[src/rtl/jdj_pkg.sv]
// jdj_pkg: shared types, constants and register codes of the joystick dead-zone jog unit.
// Used by jdj_cfg, jdj_ctrl, jdj_dpath and joystick_deadzone_jog_unit. No dependencies.
`timescale 1ns / 1ps
package jdj_pkg;

  // default values of the top-level parameters
  localparam int ADC_BITS_DEF         = 12;
  localparam int FILTER_FRAC_BITS_DEF = 16;

  // filter coefficient, 3277 / 2^16, about 0.05
  localparam int ALPHA_BITS  = 13;
  localparam logic [ALPHA_BITS-1:0] ALPHA_Q16 = 13'd3277;
  localparam int ALPHA_SHIFT = 16;

  // register widths
  localparam int CENTER_BITS = 12;
  localparam int GAIN_BITS   = 16;
  localparam int GAIN_FRAC   = 12;
  localparam int BAND_BITS   = 15;
  localparam int JOG_BITS    = 2;
  localparam int DEFL_BITS   = 16;

  // configuration port
  localparam int CFG_IDX_BITS  = 3;
  localparam int CFG_DATA_BITS = 16;

  // result stream
  localparam int OUT_TDATA_BITS = 40;

  // reset values
  localparam logic [CENTER_BITS-1:0] CENTER_RST = 12'd2048;
  localparam logic [GAIN_BITS-1:0]   GAIN_RST   = 16'd4096;
  localparam logic [BAND_BITS-1:0]   DEAD_RST   = 15'd20;
  localparam logic [BAND_BITS-1:0]   STEP_RST   = 15'd100;

  typedef enum logic [CFG_IDX_BITS-1:0] {
    REG_CENTER_X       = 3'd0,
    REG_CENTER_Y       = 3'd1,
    REG_GAIN_X_POS     = 3'd2,
    REG_GAIN_X_NEG     = 3'd3,
    REG_GAIN_Y_POS     = 3'd4,
    REG_GAIN_Y_NEG     = 3'd5,
    REG_DEAD_BAND      = 3'd6,
    REG_STEP_THRESHOLD = 3'd7
  } cfg_reg_e;

  typedef struct packed {
    logic [CENTER_BITS-1:0] center_x;
    logic [CENTER_BITS-1:0] center_y;
    logic [GAIN_BITS-1:0]   gain_x_pos;
    logic [GAIN_BITS-1:0]   gain_x_neg;
    logic [GAIN_BITS-1:0]   gain_y_pos;
    logic [GAIN_BITS-1:0]   gain_y_neg;
    logic [BAND_BITS-1:0]   dead_band;
    logic [BAND_BITS-1:0]   step_threshold;
  } cfg_t;

  // which product the shared multiplier forms
  typedef enum logic [1:0] {
    MUL_FILT_X,
    MUL_FILT_Y,
    MUL_DEFL_X,
    MUL_DEFL_Y
  } mul_op_e;

  typedef struct packed {
    logic    load_in;
    mul_op_e mul_op;
    logic    upd_x;
    logic    upd_y;
    logic    rnd_x;
    logic    rnd_y;
    logic    jog_en;
  } dp_cmd_t;

  typedef enum logic [2:0] {
    ST_IDLE,
    ST_FILT_X,
    ST_FILT_Y,
    ST_DEFL_X,
    ST_DEFL_Y,
    ST_ROUND_Y,
    ST_JOG
  } state_t;

endpackage

[src/rtl/jdj_cfg.sv]
// jdj_cfg: configuration register file, written through a plain write port.
// Depends on jdj_pkg.
`timescale 1ns / 1ps
module jdj_cfg (
  input  logic                               clk,
  input  logic                               rst,
  input  logic                               cfg_we,
  input  logic [jdj_pkg::CFG_IDX_BITS-1:0]   cfg_index,
  input  logic [jdj_pkg::CFG_DATA_BITS-1:0]  cfg_data,
  output jdj_pkg::cfg_t                      cfg
);
  import jdj_pkg::*;

  always_ff @(posedge clk) begin
    if (rst) begin
      cfg.center_x       <= CENTER_RST;
      cfg.center_y       <= CENTER_RST;
      cfg.gain_x_pos     <= GAIN_RST;
      cfg.gain_x_neg     <= GAIN_RST;
      cfg.gain_y_pos     <= GAIN_RST;
      cfg.gain_y_neg     <= GAIN_RST;
      cfg.dead_band      <= DEAD_RST;
      cfg.step_threshold <= STEP_RST;
    end else if (cfg_we) begin
      unique case (cfg_reg_e'(cfg_index))
        REG_CENTER_X:       cfg.center_x       <= cfg_data[CENTER_BITS-1:0];
        REG_CENTER_Y:       cfg.center_y       <= cfg_data[CENTER_BITS-1:0];
        REG_GAIN_X_POS:     cfg.gain_x_pos     <= cfg_data[GAIN_BITS-1:0];
        REG_GAIN_X_NEG:     cfg.gain_x_neg     <= cfg_data[GAIN_BITS-1:0];
        REG_GAIN_Y_POS:     cfg.gain_y_pos     <= cfg_data[GAIN_BITS-1:0];
        REG_GAIN_Y_NEG:     cfg.gain_y_neg     <= cfg_data[GAIN_BITS-1:0];
        REG_DEAD_BAND:      cfg.dead_band      <= cfg_data[BAND_BITS-1:0];
        REG_STEP_THRESHOLD: cfg.step_threshold <= cfg_data[BAND_BITS-1:0];
      endcase
    end
  end

endmodule

[src/rtl/jdj_ctrl.sv]
// jdj_ctrl: sequencer that steps one request through the shared multiplier schedule
// and owns the stream handshakes. Depends on jdj_pkg.
`timescale 1ns / 1ps
module jdj_ctrl (
  input  logic              clk,
  input  logic              rst,
  input  logic              s_tvalid,
  output logic              s_tready,
  output logic              m_tvalid,
  input  logic              m_tready,
  output jdj_pkg::dp_cmd_t  cmd
);
  import jdj_pkg::*;

  state_t state;
  state_t state_next;
  logic   out_free;

  assign out_free = !m_tvalid || m_tready;

  always_comb begin
    state_next = state;
    unique case (state)
      ST_IDLE:    if (s_tvalid) state_next = ST_FILT_X;
      ST_FILT_X:  state_next = ST_FILT_Y;
      ST_FILT_Y:  state_next = ST_DEFL_X;
      ST_DEFL_X:  state_next = ST_DEFL_Y;
      ST_DEFL_Y:  state_next = ST_ROUND_Y;
      ST_ROUND_Y: state_next = ST_JOG;
      ST_JOG:     if (out_free) state_next = ST_IDLE;
      default:    state_next = ST_IDLE;
    endcase
  end

  always_comb begin
    cmd      = '0;
    s_tready = 1'b0;
    unique case (state)
      ST_IDLE: begin
        s_tready    = 1'b1;
        cmd.load_in = s_tvalid;
      end
      ST_FILT_X:  cmd.mul_op = MUL_FILT_X;
      ST_FILT_Y: begin
        cmd.upd_x  = 1'b1;
        cmd.mul_op = MUL_FILT_Y;
      end
      ST_DEFL_X: begin
        cmd.upd_y  = 1'b1;
        cmd.mul_op = MUL_DEFL_X;
      end
      ST_DEFL_Y: begin
        cmd.rnd_x  = 1'b1;
        cmd.mul_op = MUL_DEFL_Y;
      end
      ST_ROUND_Y: cmd.rnd_y  = 1'b1;
      ST_JOG:     cmd.jog_en = out_free;
      default:    cmd = '0;
    endcase
  end

  always_ff @(posedge clk) begin
    if (rst) begin
      state    <= ST_IDLE;
      m_tvalid <= 1'b0;
    end else begin
      state <= state_next;
      if (cmd.jog_en) begin
        m_tvalid <= 1'b1;
      end else if (m_tready) begin
        m_tvalid <= 1'b0;
      end
    end
  end

endmodule

[src/rtl/jdj_dpath.sv]
// jdj_dpath: filter state, shared multiplier, rounding, dead band and jog hold,
// and the result register. Depends on jdj_pkg.
`timescale 1ns / 1ps
module jdj_dpath #(
  parameter int ADC_BITS         = jdj_pkg::ADC_BITS_DEF,
  parameter int FILTER_FRAC_BITS = jdj_pkg::FILTER_FRAC_BITS_DEF
) (
  input  logic                                 clk,
  input  logic                                 rst,
  input  jdj_pkg::dp_cmd_t                     cmd,
  input  jdj_pkg::cfg_t                        cfg,
  input  logic [ADC_BITS-1:0]                  sample_x,
  input  logic [ADC_BITS-1:0]                  sample_y,
  output logic signed [jdj_pkg::JOG_BITS-1:0]  jog_x,
  output logic signed [jdj_pkg::JOG_BITS-1:0]  jog_y,
  output logic signed [jdj_pkg::DEFL_BITS-1:0] deflect_x,
  output logic signed [jdj_pkg::DEFL_BITS-1:0] deflect_y
);
  import jdj_pkg::*;

  localparam int SW  = ADC_BITS + FILTER_FRAC_BITS;   // filter state
  localparam int DW  = SW + 1;                        // signed difference
  localparam int MB  = GAIN_BITS + 1;                 // signed second operand
  localparam int PW  = DW + MB;                       // product
  localparam int RSH = FILTER_FRAC_BITS + GAIN_FRAC;
  localparam int BW  = BAND_BITS + 2;

  localparam logic [SW-1:0] TOP = {{ADC_BITS{1'b1}}, {FILTER_FRAC_BITS{1'b0}}};
  localparam logic signed [PW-1:0] RND_HALF = {{(PW-1){1'b0}}, 1'b1} << (RSH - 1);
  localparam logic signed [PW-1:0] SAT_MAX  = PW'(32'sd32767);
  localparam logic signed [PW-1:0] SAT_MIN  = ~SAT_MAX;
  localparam logic signed [DEFL_BITS-1:0] DEFL_MAX = {1'b0, {(DEFL_BITS-1){1'b1}}};
  localparam logic signed [DEFL_BITS-1:0] DEFL_MIN = {1'b1, {(DEFL_BITS-1){1'b0}}};
  localparam logic signed [JOG_BITS-1:0] JOG_POS  = 2'sd1;
  localparam logic signed [JOG_BITS-1:0] JOG_NEG  = -2'sd1;
  localparam logic signed [JOG_BITS-1:0] JOG_NONE = 2'sd0;

  logic [ADC_BITS-1:0]          samp_x;
  logic [ADC_BITS-1:0]          samp_y;
  logic [SW-1:0]                smooth_x;
  logic [SW-1:0]                smooth_y;
  logic signed [PW-1:0]         prod;
  logic signed [DEFL_BITS-1:0]  defl_x;
  logic signed [DEFL_BITS-1:0]  defl_y;
  logic signed [JOG_BITS-1:0]   held_jog_x;
  logic signed [JOG_BITS-1:0]   held_jog_y;

  logic signed [DW-1:0]         tgt_x, tgt_y, cen_x, cen_y;
  logic signed [DW-1:0]         dev_x, dev_y;
  logic signed [DW-1:0]         mul_a;
  logic signed [MB-1:0]         mul_b;
  logic signed [PW-1:0]         prod_next;
  logic signed [PW-1:0]         step_full;
  logic signed [SW+1:0]         filt_sum;
  logic [SW-1:0]                filt_next;
  logic signed [PW-1:0]         rnd_full;
  logic signed [DEFL_BITS-1:0]  rnd_sat;
  logic signed [BW-1:0]         db, th, vx, vy;
  logic                         band_x, band_y;
  logic signed [DEFL_BITS-1:0]  outx, outy;
  logic signed [JOG_BITS-1:0]   jog_x_next, jog_y_next;

  // targets and centers, both in filter fixed point
  assign tgt_x = {1'b0, samp_x, {FILTER_FRAC_BITS{1'b0}}};
  assign tgt_y = {1'b0, samp_y, {FILTER_FRAC_BITS{1'b0}}};
  assign cen_x = {1'b0, ADC_BITS'(cfg.center_x), {FILTER_FRAC_BITS{1'b0}}};
  assign cen_y = {1'b0, ADC_BITS'(cfg.center_y), {FILTER_FRAC_BITS{1'b0}}};
  assign dev_x = signed'({1'b0, smooth_x}) - cen_x;
  assign dev_y = signed'({1'b0, smooth_y}) - cen_y;

  // operand select for the shared multiplier
  always_comb begin
    unique case (cmd.mul_op)
      MUL_FILT_X: begin
        mul_a = tgt_x - signed'({1'b0, smooth_x});
        mul_b = signed'(MB'(ALPHA_Q16));
      end
      MUL_FILT_Y: begin
        mul_a = tgt_y - signed'({1'b0, smooth_y});
        mul_b = signed'(MB'(ALPHA_Q16));
      end
      MUL_DEFL_X: begin
        mul_a = dev_x;
        mul_b = signed'({1'b0, dev_x[DW-1] ? cfg.gain_x_neg : cfg.gain_x_pos});
      end
      MUL_DEFL_Y: begin
        mul_a = dev_y;
        mul_b = signed'({1'b0, dev_y[DW-1] ? cfg.gain_y_neg : cfg.gain_y_pos});
      end
      default: begin
        mul_a = '0;
        mul_b = '0;
      end
    endcase
  end

  assign prod_next = mul_a * mul_b;

  // filter update: add floor(diff * alpha / 2^16), clamp to the code range
  always_comb begin
    step_full = prod >>> ALPHA_SHIFT;
    filt_sum  = signed'({2'b00, cmd.upd_x ? smooth_x : smooth_y}) + step_full[SW+1:0];
    if (filt_sum < 0) begin
      filt_next = '0;
    end else if (filt_sum > signed'({2'b00, TOP})) begin
      filt_next = TOP;
    end else begin
      filt_next = filt_sum[SW-1:0];
    end
  end

  // round half up and saturate to the deflection width
  always_comb begin
    rnd_full = (prod + RND_HALF) >>> RSH;
    if (rnd_full > SAT_MAX) begin
      rnd_sat = DEFL_MAX;
    end else if (rnd_full < SAT_MIN) begin
      rnd_sat = DEFL_MIN;
    end else begin
      rnd_sat = rnd_full[DEFL_BITS-1:0];
    end
  end

  // dead band first, then threshold; axes are crossed and the sign inverted
  always_comb begin
    db     = signed'({2'b00, cfg.dead_band});
    th     = signed'({2'b00, cfg.step_threshold});
    vx     = BW'(defl_x);
    vy     = BW'(defl_y);
    band_x = (vx > -db) && (vx < db);
    band_y = (vy > -db) && (vy < db);
    outx   = band_x ? '0 : defl_x;
    outy   = band_y ? '0 : defl_y;
    jog_y_next = held_jog_y;
    jog_x_next = held_jog_x;
    if (!band_x) begin
      if (vx > th) begin
        jog_y_next = JOG_NEG;
      end else if (vx < -th) begin
        jog_y_next = JOG_POS;
      end
    end
    if (!band_y) begin
      if (vy > th) begin
        jog_x_next = JOG_NEG;
      end else if (vy < -th) begin
        jog_x_next = JOG_POS;
      end
    end
    if (outx == '0 && outy == '0) begin
      jog_x_next = JOG_NONE;
      jog_y_next = JOG_NONE;
    end
  end

  always_ff @(posedge clk) begin
    if (rst) begin
      smooth_x   <= '0;
      smooth_y   <= '0;
      held_jog_x <= JOG_NONE;
      held_jog_y <= JOG_NONE;
    end else begin
      if (cmd.upd_x) smooth_x <= filt_next;
      if (cmd.upd_y) smooth_y <= filt_next;
      if (cmd.jog_en) begin
        held_jog_x <= jog_x_next;
        held_jog_y <= jog_y_next;
      end
    end
  end

  always_ff @(posedge clk) begin
    prod <= prod_next;
    if (cmd.load_in) begin
      samp_x <= sample_x;
      samp_y <= sample_y;
    end
    if (cmd.rnd_x) defl_x <= rnd_sat;
    if (cmd.rnd_y) defl_y <= rnd_sat;
    if (cmd.jog_en) begin
      jog_x     <= jog_x_next;
      jog_y     <= jog_y_next;
      deflect_x <= outx;
      deflect_y <= outy;
    end
  end

endmodule

[src/rtl/joystick_deadzone_jog_unit.sv]
// joystick_deadzone_jog_unit: a request passes filter x, filter y, deflect x, deflect y,
// round y and jog, sharing one multiplier in turn; only then is a new request taken.
// A finished result waits in the output register while the next request is taken.
// rst (synchronous, active high) zeroes both filters and held jog directions, empties
// the output register and loads the configuration registers with their defaults.
// Depends on jdj_pkg, jdj_cfg, jdj_ctrl and jdj_dpath.
`timescale 1ns / 1ps
module joystick_deadzone_jog_unit #(
  parameter int ADC_BITS         = jdj_pkg::ADC_BITS_DEF,
  parameter int FILTER_FRAC_BITS = jdj_pkg::FILTER_FRAC_BITS_DEF
) (
  input  logic                                     clk,
  input  logic                                     rst,
  // sample request stream
  input  logic                                     s_tvalid,
  output logic                                     s_tready,
  // sample_x, sample_y (ADC_BITS each), zero padded to bytes
  input  logic [((2*ADC_BITS+7)/8)*8-1:0]          s_tdata,
  // result stream
  output logic                                     m_tvalid,
  input  logic                                     m_tready,
  // jog_x[1:0], jog_y[3:2], deflect_x[19:4], deflect_y[35:20], zero padded
  output logic [jdj_pkg::OUT_TDATA_BITS-1:0]       m_tdata,
  // configuration write port
  input  logic                                     cfg_we,
  input  logic [jdj_pkg::CFG_IDX_BITS-1:0]         cfg_index,
  input  logic [jdj_pkg::CFG_DATA_BITS-1:0]        cfg_data
);
  import jdj_pkg::*;

  localparam int PAY_BITS = 2 * JOG_BITS + 2 * DEFL_BITS;

  cfg_t                        cfg;
  dp_cmd_t                     cmd;
  logic signed [JOG_BITS-1:0]  jog_x, jog_y;
  logic signed [DEFL_BITS-1:0] deflect_x, deflect_y;

  // configuration registers; the user must write them only while no request is in flight, the block does not enforce it
  jdj_cfg u_cfg (
    .clk       (clk),
    .rst       (rst),
    .cfg_we    (cfg_we),
    .cfg_index (cfg_index),
    .cfg_data  (cfg_data),
    .cfg       (cfg)
  );

  // sequencer: accept, filter x, filter y, deflect x, deflect y, round y, jog/output
  jdj_ctrl u_ctrl (
    .clk      (clk),
    .rst      (rst),
    .s_tvalid (s_tvalid),
    .s_tready (s_tready),
    .m_tvalid (m_tvalid),
    .m_tready (m_tready),
    .cmd      (cmd)
  );

  // datapath with the shared multiplier and the result register
  jdj_dpath #(
    .ADC_BITS         (ADC_BITS),
    .FILTER_FRAC_BITS (FILTER_FRAC_BITS)
  ) u_dpath (
    .clk       (clk),
    .rst       (rst),
    .cmd       (cmd),
    .cfg       (cfg),
    .sample_x  (s_tdata[ADC_BITS-1:0]),
    .sample_y  (s_tdata[2*ADC_BITS-1:ADC_BITS]),
    .jog_x     (jog_x),
    .jog_y     (jog_y),
    .deflect_x (deflect_x),
    .deflect_y (deflect_y)
  );

  // pack the result, lowest field first
  assign m_tdata = {{(OUT_TDATA_BITS-PAY_BITS){1'b0}}, deflect_y, deflect_x, jog_y, jog_x};

endmodule

[config.mk]
export PLATFORM = sky130hd
export DESIGN_NAME = joystick_deadzone_jog_unit
export DESIGN_NICKNAME = d
export VERILOG_FILES = /design/src/rtl/jdj_pkg.sv /design/src/rtl/jdj_cfg.sv /design/src/rtl/jdj_ctrl.sv /design/src/rtl/jdj_dpath.sv /design/src/rtl/joystick_deadzone_jog_unit.sv
export SDC_FILE = /design/constraint.sdc
export NUM_CORES = 2
export LEC_CHECK = 0
export BUFFER_PORTS_ARGS = -buffer_cell sky130_fd_sc_hd__buf_2
export CAP_MARGIN = 30
export CORE_ASPECT_RATIO = 1.5
export CORE_MARGIN = 2
export CORE_UTILIZATION = 30
export CTS_CLUSTER_SIZE = 25
export DETAILED_ROUTE_END_ITERATION = 8
export GPL_ROUTABILITY_DRIVEN = 0
export PLACE_DENSITY = 0.41
export SYNTH_ARGS = -nofsm -noshare
export SYNTH_HDL_FRONTEND = slang
export SYNTH_SLANG_ARGS = --single-unit
[constraint.sdc]
create_clock -name clk -period 10.24 [get_ports clk]
set_input_delay 2.048 -clock clk [delete_from_list [all_inputs] [get_ports clk]]
set_output_delay 2.048 -clock clk [all_outputs]
set_load 0.02 [all_outputs]
# [Word-level counts from Yosys, hierarchy flattened]
# Cells that the tools add are included.
[totals] in_bits=48 elab_cells=115 ff_bits=320 output_inout_bits=42
[op_classes] n_lt_le_gt_ge=12 addsub=8 eq_ne=18 n_reduce_logical=21 n_mux=32 n_mul=1
[ops] operator="$pmux 29 s4" n=1
[ops] operator="$sub 28x28->29" n=4
[ops] operator="$mux 16" n=6
[ops] operator="$mux 28" n=3
[ops] operator="$pmux 17 s3" n=1
[ops] operator="$add 46x29->46 const B" n=1
[ops] operator="$mul 29x17->46" n=1
[ops] operator="$gt 16x17->1" n=2
[ops] operator="$lt 16x17->1" n=2
[ops] operator="$neg 15->17" n=2
[ops] operator="$gt 16x16->1" n=2
[ops] operator="$logic_not 16->1" n=2
[ops] operator="$lt 16x16->1" n=2
[ops] operator="$add 28x30->30" n=1
[ops] operator="$gt 30x29->1 const B" n=1
[ops] operator="$lt 30x1->1 const B" n=1
[ops] operator="$eq 3x3->1 const B" n=7
[ops] operator="$pmux 3 s7" n=1
[ops] operator="$gt 18x16->1 const B" n=1
[ops] operator="$lt 18x16->1 const B" n=1
[ops] operator="$reduce_and 2->1" n=9
[ops] operator="$mux 2" n=8
[ops] operator="$eq 3x2->1 const B" n=4
[ops] operator="$mux 1" n=9
[ops] operator="other kinds (14)" n=20

# [Depth between registers and ports, before layout]
[logic_depth] ltp_word=7 depth_mapped=42 depth_no_buf=38

# [By module]
# Synthesis repeated with hierarchy kept, for this count alone.
[unflattened] cells_unflattened=4045 area_unflattened_um2=36607.6
[by_module_without_submodules] module="jdj_dpath" cells_per_inst=3582 seq_area_each_um2=4564.4 n_inst=1 area_per_inst_um2=31635.3
[by_module_without_submodules] module="jdj_cfg" cells_per_inst=429 seq_area_each_um2=2362.3 n_inst=1 area_per_inst_um2=4683.2
[by_module_without_submodules] module="jdj_ctrl" cells_per_inst=29 seq_area_each_um2=80.1 n_inst=1 area_per_inst_um2=255.2
[by_module_without_submodules] module="joystick_deadzone_jog_unit" cells_per_inst=5 seq_area_each_um2=0.0 n_inst=1 area_per_inst_um2=33.8

# [Worst setup path after synthesis]
# OpenSTA, ideal clock, no wires.
[synth_path] path_type="reg-to-reg" from="reg, netlist name u_cfg.cfg[108]" to="reg u_dpath.prod[40]" path_buffers=2 path_slack_ps=1255 arrival_time_ps=8859 setup_time_ps=127 path_stages_with_launch=37 path_cell_list="dfxtp_1 -> inv_1 -> ha_1 -> nor2b_1 -> o21ai_0 -> nand2b_1 -> a21o_1 -> a21o_1 -> a31oi_1 -> o21ai_1 -> a31oi_4 -> mux2_2 -> a21oi_1 -> clkbuf_1 -> clkbuf_1 -> nor2_1 -> fa_1 -> inv_1 -> fa_1 -> fa_1 -> inv_1 -> fa_1 -> fa_1 -> inv_1 -> fa_1 -> inv_1 -> ha_1 -> a21oi_1 -> o21ai_0 -> a221oi_1 -> and3_1 -> o21ai_0 -> and3_1 -> a31o_2 -> a211oi_1 -> o21ai_0 -> xor2_1"
[synth_via] elab_chain_cells=4 elab_cells_between_ends=5 classes_between="1 x add/sub; 1 x mul; 3 x mux"
[synth_rtl] item="$sub 28x28->29 (*)" line_no="jdj_dpath.sv:68" text="assign dev_x = signed'({1'b0, smooth_x}) - cen_x;"
[synth_rtl] item="$mux 16" line_no="jdj_dpath.sv:84" text="mul_b = signed'({1'b0, dev_x[DW-1] ? cfg.gain_x_neg : cfg.gain_x_pos});"
[synth_rtl] item="$pmux 17 s3" line_no="jdj_dpath.sv:73" text="unique case (cmd.mul_op)"
[synth_rtl] item="$mul 29x17->46 (*)" line_no="jdj_dpath.sv:97" text="assign prod_next = mul_a * mul_b;"
[synth_rtl] item="named net u_dpath.prod_next[40]" line_no="jdj_dpath.sv:52" text="logic signed [PW-1:0] prod_next;"
[synth_rtl] item="end signal: assignment" line_no="jdj_dpath.sv:173" text="prod <= prod_next;"
[synth_rtl] item="end: declaration" line_no="jdj_dpath.sv:42" text="logic signed [PW-1:0] prod;"
# Mark *: on every way through the listed nets, which the timed path passes. The rest lies on a longest branch. The select of a mux whose other input is x is not followed.
# A chain may end at the register's enable or synchronous reset.

# [Final worst setup path]
[layout_path] from="reg u_dpath.smooth_y[16]" to="reg u_dpath.prod[45]"
[layout_via] elab_chain_cells=4 elab_cells_between_ends=6 classes_between="2 x add/sub; 1 x mul; 3 x mux"
[layout_rtl] item="start: declaration" line_no="jdj_dpath.sv:41" text="logic [SW-1:0] smooth_y;"
[layout_rtl] item="start signal: assignment" line_no="jdj_dpath.sv:164" text="if (cmd.upd_y) smooth_y <= filt_next;"
[layout_rtl] item="$sub 28x28->29" line_no="jdj_dpath.sv:69" text="assign dev_y = signed'({1'b0, smooth_y}) - cen_y;"
[layout_rtl] item="$mux 16" line_no="jdj_dpath.sv:88" text="mul_b = signed'({1'b0, dev_y[DW-1] ? cfg.gain_y_neg : cfg.gain_y_pos});"
[layout_rtl] item="$pmux 17 s3" line_no="jdj_dpath.sv:73"
[layout_rtl] item="$mul 29x17->46 (*)" line_no="jdj_dpath.sv:97"
[layout_rtl] item="named net u_dpath.prod_next[45]" line_no="jdj_dpath.sv:52"
# Marked as above.

==> impl_results.md <==
* Outcome: finished, final reports clean
* CP max FO at 9
* Die Wd at 285 um
* Number of flops mapped to enable cells by yosys at 92
* Initial drt markers at 1629
* Clock transition at the registers of the reported paths at 0.08 ns
* CP Data Required Time at 10.68 ns
* Worst R2R Setup Slack at 0.52 ns
* Final Skew at 0.0220 ns
* Clk_lat worst skew at 0.56 ns
* Vias/cell at 4.98
* End point of the critical path: u_dpath.prod[45]$_DFF_P_
* Main flop type after synthesis: dfxtp_1
* Synth warn at 0
* # Max-Cap Violations at 0
* Drt pass-1 iters at 7
* Unrepaired setup endpoints after global routing: false
* # clock sinks at 304
* Largest net degree at the start of global routing at 64
* Tcrit/Tclk final at 0.949
* Initial core utilization at 0.302
* Maximum clock path buffer count at 3
* Io pins at 90
* Post-route minimum period at 9.72 ns
* Max Clock Freq at 103 MHz
* Synth Instances at 4139
* Hold Fails Final Rpt at 0
* Die ar. at 121000 um^2
* Syn-to-layout area delta at 11.0%
* Initial antenna violation count at 2
* Wirelength per Cell at 23.2 um
* Post-CTS Hold Buffers at 0
* Worst r2r src: u_dpath.smooth_y[16]$_SDFFE_PP0P_
* Hold/Removal Path Class: reg -> reg
* Total CTS buffers at 34
* Crit path largest cell delay at 0.56 ns
* Grt peak-use layer: met2
* Slew Viols, Final at 0
* Clock H-tree levels at 2
* WP data arrival at 10.16 ns
* TritonCTS clock tree: done
* Syn Area/Cell at 8.56 um^2
* Total core area at 117000 um^2
* CP max-delay cell: fa_1
* Met1 Use GR at 0.245
* Post-Route WL at 134000 um
* Worst Path Class, Setup: reg -> reg
* Remaining Overflow, GRT at 0
* Total Neg Setup Slack at 0 ns
* Cell repeated most along the worst path: fa_1
* Worst relative slew slack at 0.310
* Global-route wire length before repair at 200000 um
* HPWL Detailed at 110000 um
* Row cnt at 154
* Ys async rst share at 0
* Filler cell count at 12.3k
* Flip-flop and latch count after synthesis at 304
* Vias at 28.9k
* Synthesized area at 35400 um^2
* Share of cells above drive strength 1 at 0.0789
* Worst Setup SP: u_dpath.smooth_y[16]$_SDFFE_PP0P_
* Worst reg2reg path endpoint: u_dpath.prod[45]$_DFF_P_
* Nets at 5019
* Crit start category: register
* Netlist cell types at 89
* Post-synthesis sequential area ratio at 0.198
* Die Y at 425 um
* Gr usage total at 0.222
* Final ANT Viol Nets at 0
* Vias in the first global route at 30.8k
* Final setup fails at 0
* GR Util met2 at 0.427
* Met3 track demand over resource at 0.0133
* Worst Tran Pin Value at 1.03 ns
* CP Capture Type: register
* Cell count of the worst reg-to-reg path at 35
* IO Port Bufs at 85
* Drc violations at 0
* Root buffer cell: clkbuf_16
## metal layers
layer,vias up,wire length [um]
met2,638,72200
met3,248,3470
met4,0,7870
met5,-,0
met1,14430,50700
li1,13553,-
## layout by cell type, fill, tap and decap left out, types with 27 or more instances in the layout
| cell | n |
|---|---|
| clkbuf_16 | 34 |
| xor2_1 | 48 |
| and2_1 | 27 |
| ha_1 | 314 |
| fa_1 | 448 |
| a32o_1 | 27 |
| nor2_1 | 336 |
| nand3_1 | 53 |
| edfxtp_1 | 92 |
| buf_4 | 120 |
| o21ai_0 | 112 |
| a21oi_1 | 238 |
| xnor2_1 | 110 |
| nor4_1 | 31 |
| nor3_1 | 55 |
| nor2b_1 | 88 |
| inv_1 | 642 |
| nand2_1 | 628 |
| buf_2 | 84 |
| dfxtp_1 | 212 |
| nand2b_1 | 55 |
| a21o_1 | 51 |
| mux2i_1 | 29 |
## Yosys cell counts, types with 55 or more instances
library cell  count  area share
a21oi_1         240       0.034
clkbuf_1        124       0.013
dfxtp_1         212        0.12
edfxtp_1         92       0.078
fa_1            448        0.25
ha_1            314        0.11
inv_1           642       0.068
nand2_1         630       0.067
nand2b_1         55      0.0097
nor2_1          338       0.036
nor2b_1          88       0.016
nor3_1           58      0.0082
o21ai_0         115       0.016
xnor2_1         110       0.027
## worst max-delay path, delay by kind of cell (launching register included)
| family | cells | cell delay (ns) |
|---|---|---|
| compound gates | 16 | 4.01 |
| flops | 1 | 0.32 |
| mux | 1 | 0.33 |
| fa+ha+maj | 9 | 3.70 |
| buf+inv | 5 | 0.67 |
| simple gates | 3 | 0.44 |
| xor+xnor | 1 | 0.07 |
## final cells by class
class	count	area [um^2]	share of cell area
flip-flops and latches	304	7010	0.178
diodes	1	2.50	0.0000636
multi-input cells	3010	25300	0.644
well taps	1560	1950	0.0496
clock inverters	18	179	0.00455
clock buffers	44	918	0.0233
repair buffers	216	1540	0.0392
inverters	643	2410	0.0614
## worst min path at each step
stage                                from                          to  slack [ns]  cells past startpoint
2_1_floorplan  u_cfg.cfg[30]$_SDFFE_PP0P_  u_cfg.cfg[30]$_SDFFE_PP0P_        0.43                      2
3_3_place_gp   u_cfg.cfg[59]$_SDFFE_PP0P_  u_cfg.cfg[59]$_SDFFE_PP0P_        0.44                      2
3_5_place_dp   u_cfg.cfg[18]$_SDFFE_PP0P_  u_cfg.cfg[18]$_SDFFE_PP0P_        0.45                      2
4_1_cts        u_cfg.cfg[60]$_SDFFE_PP0P_  u_cfg.cfg[60]$_SDFFE_PP0P_        0.46                      2
5_1_grt        u_cfg.cfg[78]$_SDFFE_PP0P_  u_cfg.cfg[78]$_SDFFE_PP0P_        0.47                      2
6_report       u_cfg.cfg[18]$_SDFFE_PP0P_  u_cfg.cfg[18]$_SDFFE_PP0P_        0.45                      2
## flip-flops by register name, summed over array words and instances, names as in the netlist
name	cells
u_cfg.cfg	118
u_ctrl.m_tvalid	1
u_ctrl.state	3
u_dpath.defl_x	16
u_dpath.defl_y	16
u_dpath.deflect_x	16
u_dpath.deflect_y	16
u_dpath.held_jog_x	2
u_dpath.held_jog_y	2
u_dpath.jog_x	2
u_dpath.jog_y	2
u_dpath.prod	30
u_dpath.samp_x	12
u_dpath.samp_y	12
u_dpath.smooth_x	28
u_dpath.smooth_y	28
## cells by family after synthesis
| group | Yosys count | synth area share |
|---|---|---|
| AO/OA/AOI/OAI | 669 | 0.124 |
| XOR/XNOR | 158 | 0.0391 |
| adder cells (fa/ha/maj) | 762 | 0.364 |
| other | 1 | 0.000106 |
| AND/OR/NAND/NOR | 1381 | 0.175 |
| multiplexers | 36 | 0.0104 |
| buffers and inverters | 828 | 0.0903 |
| flip-flops | 304 | 0.198 |
## what timing repair did
| action | 4_1_cts | 5_1_grt |
|---|---|---|
| endpoints found under the hold margin | 0 | 0 |
| buffers inserted | 0 | 5 |
| resized for setup | 0 | 3 |
| setup endpoints to repair | 0 | 8 |
## stage by stage
step | hold WS [ns] | utilization | setup WS, ns | area, um^2 | instances
after floorplan | 0.433 | - | 1.25 | 35400 | 4142
after global placement | 0.442 | 0.325 | 0.309 | 38100 | 5722
after detailed placement | 0.447 | 0.325 | 0.275 | 38200 | 5726
after CTS | 0.457 | 0.335 | 0.211 | 39300 | 5788
after global routing | 0.473 | 0.335 | 0.0123 | 39300 | 5795
final | 0.454 | 0.335 | 0.522 | 39300 | 5796
Power is not shown: default switching activity piles up to over one toggle a cycle in this logic, so the estimate is an artifact.
